==> config.mk <==
export PLATFORM = sky130hd
export DESIGN_NAME = rgb_to_hsv_converter_core
export DESIGN_NICKNAME = d
export VERILOG_FILES = /design/src/rtl/core/rgbhsv_pkg.sv /design/src/rtl/core/rgbhsv_div.sv /design/src/rtl/core/rgb_to_hsv_converter_core.sv
export SDC_FILE = /design/constraint.sdc
export NUM_CORES = 2
export LEC_CHECK = 0
export ABC_AREA = 1
export BUFFER_PORTS_ARGS = -buffer_cell sky130_fd_sc_hd__buf_2
export CAP_MARGIN = 20
export CORE_MARGIN = 10
export CORE_UTILIZATION = 45
export CTS_CLUSTER_SIZE = 25
export DETAILED_ROUTE_END_ITERATION = 6
export PLACE_DENSITY = 0.67
export SLEW_MARGIN = 40
export SYNTH_ARGS = -nofsm -noshare
export SYNTH_HDL_FRONTEND = slang
export SYNTH_HIERARCHICAL = 1
export SYNTH_SLANG_ARGS = --single-unit
export TNS_END_PERCENT = 50
==> constraint.sdc <==
create_clock -name i_clk -period 10.75 [get_ports i_clk]
set_clock_uncertainty 0.15 [all_clocks]
set_input_delay 3.225 -clock i_clk [delete_from_list [all_inputs] [get_ports i_clk]]
set_output_delay 3.225 -clock i_clk [all_outputs]
set_load 0.1 [all_outputs]
==> src/rtl/core/rgbhsv_pkg.sv <==
// Package for the RGB to HSV converter: channel and hue widths, divider sizing,
// the hue sector type and the side-band struct that rides along the pipeline.
// No dependencies.
package rgbhsv_pkg;

    localparam int CHANNEL_BITS = 8;
    localparam int FS           = (1 << CHANNEL_BITS) - 1;

    localparam int HUE_BITS  = 15;
    localparam int HUE_SIXTH = 3840;   // 60 degrees in 1/64 degree units
    localparam int HUE_FULL  = 23040;  // 360 degrees
    localparam int TERM_BITS = 12;     // sector term is at most HUE_SIXTH

    // divider sizing: quotient covers both the hue term and saturation
    localparam int Q_BITS   = (CHANNEL_BITS > TERM_BITS) ? CHANNEL_BITS : TERM_BITS;
    localparam int DEN_BITS = CHANNEL_BITS + 1;
    localparam int NUM_BITS = Q_BITS + DEN_BITS;

    // input stage, delta stage, numerator stage, divider stages, output stage
    localparam int PIPE_DEPTH = Q_BITS + 4;

    typedef enum logic [1:0] {
        SECT_RED,
        SECT_GREEN,
        SECT_BLUE
    } t_sector;

    typedef struct packed {
        logic [CHANNEL_BITS-1:0] mx;
        t_sector                 sect;
        logic                    neg;
        logic                    undef;
    } t_side;

endpackage

==> src/rtl/core/rgbhsv_div.sv <==
// Pipelined restoring divider, one quotient bit per register stage.
// Depends on rgbhsv_pkg for NUM_BITS, DEN_BITS and Q_BITS.
module rgbhsv_div (
    input  logic                           i_clk,
    input  logic [rgbhsv_pkg::NUM_BITS-1:0] i_num,
    input  logic [rgbhsv_pkg::DEN_BITS-1:0] i_den,
    output logic [rgbhsv_pkg::Q_BITS-1:0]   o_quo,
    output logic                           o_rem_nz
);

    localparam int NB = rgbhsv_pkg::NUM_BITS;
    localparam int DB = rgbhsv_pkg::DEN_BITS;
    localparam int QB = rgbhsv_pkg::Q_BITS;

    logic [NB-1:0] r_rem [QB];
    logic [DB-1:0] r_den [QB-1];
    logic [QB-1:0] r_quo [QB];

    for (genvar k = 0; k < QB; k++) begin : g_stage
        localparam int BIT = QB - 1 - k;
        logic [NB-1:0] n_rem_in;
        logic [DB-1:0] n_den_in;
        logic [QB-1:0] n_quo_in;
        logic [NB-1:0] n_den_sh;
        logic          n_take;

        if (k == 0) begin : g_first
            assign n_rem_in = i_num;
            assign n_den_in = i_den;
            assign n_quo_in = '0;
        end else begin : g_next
            assign n_rem_in = r_rem[k-1];
            assign n_den_in = r_den[k-1];
            assign n_quo_in = r_quo[k-1];
        end

        assign n_den_sh = NB'(n_den_in) << BIT;
        assign n_take   = (n_rem_in >= n_den_sh);

        always_ff @(posedge i_clk) begin
            r_rem[k] <= n_take ? (n_rem_in - n_den_sh) : n_rem_in;
            r_quo[k] <= n_quo_in | (n_take ? (QB'(1) << BIT) : QB'(0));
        end

        if (k < QB - 1) begin : g_den
            always_ff @(posedge i_clk) begin
                r_den[k] <= n_den_in;
            end
        end
    end

    assign o_quo    = r_quo[QB-1];
    assign o_rem_nz = |r_rem[QB-1];

endmodule

==> src/rtl/core/rgb_to_hsv_converter_core.sv <==
// Top level of the RGB to HSV converter: min/max, sector select, numerators,
// two pipelined dividers and the hue wrap. Depends on rgbhsv_pkg, rgbhsv_div.
//
//  channel   | direction | handshake               | payload
//  ----------+-----------+-------------------------+------------------------------------
//  pixel in  | input     | start, busy             | i_red, i_green, i_blue
//  HSV out   | output    | o_valid (1-cycle pulse) | o_hue, o_hue_undefined,
//            |           |                         | o_saturation, o_brightness
//
// One pixel per clock while busy is low, fully pipelined through 16 register stages
// (3 front stages, 12 divider stages, 1 output stage): o_valid rises as the result
// leaves the output stage, and the result transaction is taken in that strobe cycle.
// The divider depth is one stage per quotient bit, sized by the hue term.
// busy is high only during reset; the pipeline never stalls and the receiver
// takes every result in its strobe cycle.
// Reset (synchronous) clears the valid bits only; payload registers are free.
module rgb_to_hsv_converter_core (
    input  logic                               i_clk,
    input  logic                               i_rst_n,
    input  logic                               start,
    output logic                               busy,
    input  logic [rgbhsv_pkg::CHANNEL_BITS-1:0] i_red,
    input  logic [rgbhsv_pkg::CHANNEL_BITS-1:0] i_green,
    input  logic [rgbhsv_pkg::CHANNEL_BITS-1:0] i_blue,
    output logic                               o_valid,
    output logic [rgbhsv_pkg::HUE_BITS-1:0]     o_hue,
    output logic                               o_hue_undefined,
    output logic [rgbhsv_pkg::CHANNEL_BITS-1:0] o_saturation,
    output logic [rgbhsv_pkg::CHANNEL_BITS-1:0] o_brightness
);

    localparam int CB = rgbhsv_pkg::CHANNEL_BITS;
    localparam int HB = rgbhsv_pkg::HUE_BITS;
    localparam int NB = rgbhsv_pkg::NUM_BITS;
    localparam int DB = rgbhsv_pkg::DEN_BITS;
    localparam int QB = rgbhsv_pkg::Q_BITS;
    localparam int PD = rgbhsv_pkg::PIPE_DEPTH;

    // valid bits, one per stage: 0 = A, 1 = B, 2 = C, 3.. = divider, last = output
    logic [PD-1:0] r_vld;

    assign busy = ~i_rst_n;

    always_ff @(posedge i_clk) begin
        if (!i_rst_n) begin
            r_vld <= '0;
        end else begin
            r_vld <= {r_vld[PD-2:0], start & ~busy};
        end
    end

    // ---------------- stage A: max, min, sector, difference pair ----------------
    logic [CB-1:0]       n_mx, n_mn, n_p, n_n;
    rgbhsv_pkg::t_sector n_sect;

    always_comb begin
        // red wins ties, then green
        priority if (i_red >= i_green && i_red >= i_blue) begin
            n_mx   = i_red;
            n_sect = rgbhsv_pkg::SECT_RED;
            n_p    = i_green;
            n_n    = i_blue;
        end else if (i_green >= i_blue) begin
            n_mx   = i_green;
            n_sect = rgbhsv_pkg::SECT_GREEN;
            n_p    = i_blue;
            n_n    = i_red;
        end else begin
            n_mx   = i_blue;
            n_sect = rgbhsv_pkg::SECT_BLUE;
            n_p    = i_red;
            n_n    = i_green;
        end
        n_mn = i_red;
        if (i_green < n_mn) n_mn = i_green;
        if (i_blue < n_mn)  n_mn = i_blue;
    end

    logic [CB-1:0]       r_a_mx, r_a_mn, r_a_p, r_a_n;
    rgbhsv_pkg::t_sector r_a_sect;

    always_ff @(posedge i_clk) begin
        r_a_mx   <= n_mx;
        r_a_mn   <= n_mn;
        r_a_p    <= n_p;
        r_a_n    <= n_n;
        r_a_sect <= n_sect;
    end

    // ---------------- stage B: delta, signed difference ----------------
    logic [CB-1:0]     r_b_delta, r_b_diff;
    rgbhsv_pkg::t_side r_b_side;

    always_ff @(posedge i_clk) begin
        r_b_delta      <= r_a_mx - r_a_mn;
        r_b_diff       <= (r_a_p >= r_a_n) ? (r_a_p - r_a_n) : (r_a_n - r_a_p);
        r_b_side.mx    <= r_a_mx;
        r_b_side.sect  <= r_a_sect;
        r_b_side.neg   <= (r_a_p < r_a_n);
        r_b_side.undef <= (r_a_mx == r_a_mn);  // grey, black included
    end

    // ---------------- stage C: numerators and denominators ----------------
    logic [NB-1:0]     r_c_hnum, r_c_snum;
    logic [DB-1:0]     r_c_hden, r_c_sden;
    rgbhsv_pkg::t_side r_c_side;

    always_ff @(posedge i_clk) begin
        r_c_hnum <= NB'(r_b_diff) * NB'(rgbhsv_pkg::HUE_SIXTH);
        // round(delta*FS/mx) = floor((2*delta*FS + mx) / (2*mx))
        r_c_snum <= NB'(r_b_delta) * NB'(2 * rgbhsv_pkg::FS) + NB'(r_b_side.mx);
        r_c_hden <= DB'(r_b_delta);
        r_c_sden <= {r_b_side.mx, 1'b0};
        r_c_side <= r_b_side;
    end

    // ---------------- divider stages ----------------
    logic [QB-1:0] s_hue_quo, s_sat_quo;
    logic          s_hue_rem_nz, s_sat_rem_nz;

    rgbhsv_div u_div_hue (
        .i_clk    (i_clk),
        .i_num    (r_c_hnum),
        .i_den    (r_c_hden),
        .o_quo    (s_hue_quo),
        .o_rem_nz (s_hue_rem_nz)
    );

    rgbhsv_div u_div_sat (
        .i_clk    (i_clk),
        .i_num    (r_c_snum),
        .i_den    (r_c_sden),
        .o_quo    (s_sat_quo),
        .o_rem_nz (s_sat_rem_nz)
    );

    // side band follows the divider stage for stage
    rgbhsv_pkg::t_side r_side_d [QB];

    always_ff @(posedge i_clk) begin
        r_side_d[0] <= r_c_side;
        for (int k = 1; k < QB; k++) begin
            r_side_d[k] <= r_side_d[k-1];
        end
    end

    // ---------------- output stage: sector offset, floor, wrap ----------------
    rgbhsv_pkg::t_side s_side;
    logic [HB:0]       n_base, n_term, n_hue_ext;
    logic [HB-1:0]     n_hue;
    logic [CB-1:0]     n_sat;

    assign s_side = r_side_d[QB-1];

    always_comb begin
        unique case (s_side.sect)
            rgbhsv_pkg::SECT_RED:   n_base = '0;
            rgbhsv_pkg::SECT_GREEN: n_base = (HB+1)'(2 * rgbhsv_pkg::HUE_SIXTH);
            rgbhsv_pkg::SECT_BLUE:  n_base = (HB+1)'(4 * rgbhsv_pkg::HUE_SIXTH);
            default:                n_base = '0;
        endcase
        // negative side: floor means the quotient rounds away from zero
        n_term = (HB+1)'(s_hue_quo[rgbhsv_pkg::TERM_BITS-1:0])
               + (HB+1)'(s_side.neg & s_hue_rem_nz);
        n_hue_ext = s_side.neg ? (n_base - n_term) : (n_base + n_term);
        if (n_hue_ext[HB]) begin
            n_hue_ext = n_hue_ext + (HB+1)'(rgbhsv_pkg::HUE_FULL);
        end
        n_hue = s_side.undef ? '0 : n_hue_ext[HB-1:0];
        // saturation never exceeds full scale, and an exact half rounds up
        n_sat = s_side.undef ? '0 : s_sat_quo[CB-1:0];
    end

    logic [HB-1:0] r_out_hue;
    logic          r_out_undef;
    logic [CB-1:0] r_out_sat, r_out_mx;

    always_ff @(posedge i_clk) begin
        r_out_hue   <= n_hue;
        r_out_undef <= s_side.undef;
        r_out_sat   <= n_sat;
        r_out_mx    <= s_side.mx;
    end

    assign o_valid         = r_vld[PD-1];
    assign o_hue           = r_out_hue;
    assign o_hue_undefined = r_out_undef;
    assign o_saturation    = r_out_sat;
    assign o_brightness    = r_out_mx;

    // the saturation remainder plays no part in rounding
    logic s_unused;
    assign s_unused = s_sat_rem_nz;

endmodule

==> results.md <==
- The time the final worst path needs with I/O delays and setup is between 7 and 8 ns.
- The end of the worst register-to-register path is r_c_snum[16]$_DFF_P_.
- For this design the top-level I/O count stands at 61.
- The net count reported at finish is about 7.0k.
- For this run, design rule violations remaining after detail routing come to 0.
- For this configuration, the core starts out at a cell density of 0.454.
- The clock-pin slew on the worst setup and hold paths is 0.06 ns.
- The longest clock path from root to sink contains 3 buffers.
- The global-route wire length before repair is approximately 180 mm.
- The floorplan step set the die height to between 300 and 400 um.
- The core region is approximately 0.11 sq mm.
- Yosys printed 6 warnings.
- The data required time at the worst endpoint is approximately 7.4 ns.
- The H-tree level count is 3.
- The overall track demand over capacity in global routing is 0.170.
- The number of sinks on the clock net is roughly 1.1k.
- The number of global-route vias before repair came to ~38k.
- The critical path goes through buf_2, inv_1, buf_2.
- The path category of the worst min-delay check is reg2reg.
- The cell count after synthesis is 6,431.
- Setup repair after global routing left no endpoint under its margin.
- The worst pin sits at a relative slew slack of 0.468.
- For this block, the initial DRC count from the detailed router was about 2.0k.
- TritonCTS built the clock tree.
- In the final layout, the share of cells above drive strength 1 is 0.0786.
- The highest achievable clock rate is 0.137 GHz.
- The number of max-cap violations is 0.
- In this run, post-CTS hold repair placed 0 buffers.
- STA classifies the critical path endpoint as an output port.
- The minimum setup slack among reg-to-reg paths is 5.75 ns.
- The area of the die is between 0.1 and 0.15 sq mm.
- Wires add up to around 110 mm.
- Across all layers, the routed design uses 38.6k vias.
- The routability congestion estimate is just over 0.9.
- The cell type of the slowest stage on the worst timing path is buf_2.
- At the pin with the least slew margin, the transition time is 0.795 ns.
- The element type at the critical path start is an input port.
- The count of nets left with antenna violations after detail routing is 0.
- Summed over all nets, the half-perimeter wirelength after detailed placement is approximately 86 mm.
- The count of standard-cell rows is about 120.
- Post-CTS timing repair inserted 0 buffers for setup.
- The detailed-route wire length per cell is between 10 and 15 um.
- Adding up every negative setup slack in the final design gives 0 ns.
- The die is 354 um wide.
- The critical path data arrival time is approximately 3.9 ns.
- The final max-slew violation count is 0.
- The number of inserted diodes is 0.
- In this run the mean area of a mapped cell was between 7 and 8 sq um.
- The final hold violation count is 0.
- Counting both buffers and inverters, the worst setup path holds a total of 3.
- During placement, the flow inserted port buffers numbering 60.
- The number of antenna violations at the first check in global routing is 3.
- The most frequent cell on the critical path is buf_2.
- The largest net degree at the start of global routing is 27.
- The number of clock buffers added by TritonCTS is 112.
- The post-cts gate resize count is 0.
- Clock latency on the worst-skew pair, taken at its later pin, is 0.71 ns.
- The critical path is of the in2out type.
- The per-cell via count in the routed design is 4.73.
- The worst hold path terminates at r_side_d[1][38]$_DFF_P_.
- The share of the cycle needed by the critical path after routing is 0.677.
- For this run, the slowest stage of the critical path takes ~0.42 ns.
- The worst hold path begins at r_side_d[1][26]$_DFF_P_.
- For this run, the detailed router's first-pass iteration total came to 7.
- The reg-to-reg critical path startpoint is r_b_delta[0]$_DFF_P_.
- The gate family responsible for the most delay along the worst path is buffers and inverters.
- The run finished with clean final reports.
- The worst hold path was traced through 0 stages.
- The remaining global-route overflow is 0.
- In this run the cell area of the synthesized design comes to around 0.050 sq mm.
- The root buffer cell chosen for the clock tree is clkbuf_16.
- The number of cells on the worst reg-to-reg path is 23.
- Along the worst path, the maximum fanout reaches 17.
- The area added between synthesis and finish is 11.5%.
- Setup violations remaining at the end of the flow were counted as 0.
==> routing by layer <==
layer / global-route usage / share of wire / up-vias
li1: - / - / 20300
met1: 0.206 / 0.45 / 17400
met2: 0.304 / 0.49 / 715
met3: 0.0245 / 0.041 / 189
met4: 0.0585 / 0.027 / 0
met5: 0 / 0 / -
==> flip-flops by register name, summed over array words and instances (netlist names), 12 cells and up <==
signal           flops
u_div_hue/r_rem    252
u_div_sat/r_rem    231
r_side_d           144
u_div_hue/r_den     99
u_div_sat/r_den     99
u_div_hue/r_quo     78
u_div_sat/r_quo     36
r_c_snum            17
r_vld               16
o_hue               15
r_b_side            12
r_c_hnum            12
r_c_side            12
==> stage by stage <==
step,cell area [sq um],util,setup WS (ns),hold WS [ns],cells
CTS,56100,0.506,3.46,0.154,8167
global placement,52100,0.470,3.47,0.159,7955
detailed placement,52100,0.471,3.46,0.162,7955
global route,56100,0.506,3.40,0.150,8167
finish,56100,0.506,3.47,0.147,8167
floorplan,50400,-,3.18,0.160,6460
==> final cells by class <==
class | instances | area [sq um]
Clock buffer | 138 | 3070
Clock inverter | 74 | 885
Fill cell | 10700 | 54700
Inverter | 1074 | 4040
Multi-Input combinational cell | 4235 | 24000
Sequential cell | 1098 | 22000
Tap cell | 1488 | 1860
Timing Repair Buffer | 60 | 300
==> worst max-delay path by stage <==
| stage | cells past startpoint | end | from | slack, ns |
|---|---|---|---|---|
| 2_1_floorplan | 3 | busy | i_rst_n | 3.18 |
| 3_3_place_gp | 3 | busy | i_rst_n | 3.47 |
| 3_5_place_dp | 3 | busy | i_rst_n | 3.46 |
| 4_1_cts | 3 | busy | i_rst_n | 3.46 |
| 5_1_grt | 3 | busy | i_rst_n | 3.40 |
| 6_report | 3 | busy | i_rst_n | 3.47 |
==> placed cells by master, fill, tap and decap left out, types with 26 or more instances in the layout <==
cell and count:
nand2_2 65, xnor2_1 62, o21ai_0 132, conb_1 30
a21oi_2 38, o221ai_1 26, fa_1 70, ha_1 343
nor2_2 41, clkbuf_16 113, nand3_1 317, dfxtp_1 1097
nand2_1 1828, inv_1 1059, a21oi_1 247, nor2_1 496
nand4_1 93, o21ai_2 27, nor3_1 70, buf_2 60
xor2_1 138, nand3b_1 40
==> worst reg2reg max path: stages, from the launching register on <==
cell and delay, ns:
dfxtp_1 0.54, fa_1 0.29, inv_1 0.06, fa_1 0.47, inv_1 0.04, ha_1 0.27
inv_1 0.05, fa_1 0.52, inv_1 0.04, ha_1 0.33, a21oi_1 0.16, nand2_1 0.12
xnor2_1 0.15, inv_1 0.06, ha_1 0.36, nand4_1 0.10, o21ai_0 0.34, nand3_1 0.11
nor2_1 0.17, nand3_1 0.15, nor2_2 0.17, nand3_1 0.08, nand2_1 0.08, nand2_1 0.04
Power is not shown: default switching activity piles up to over one toggle a cycle in this logic, so the estimate is an artifact.
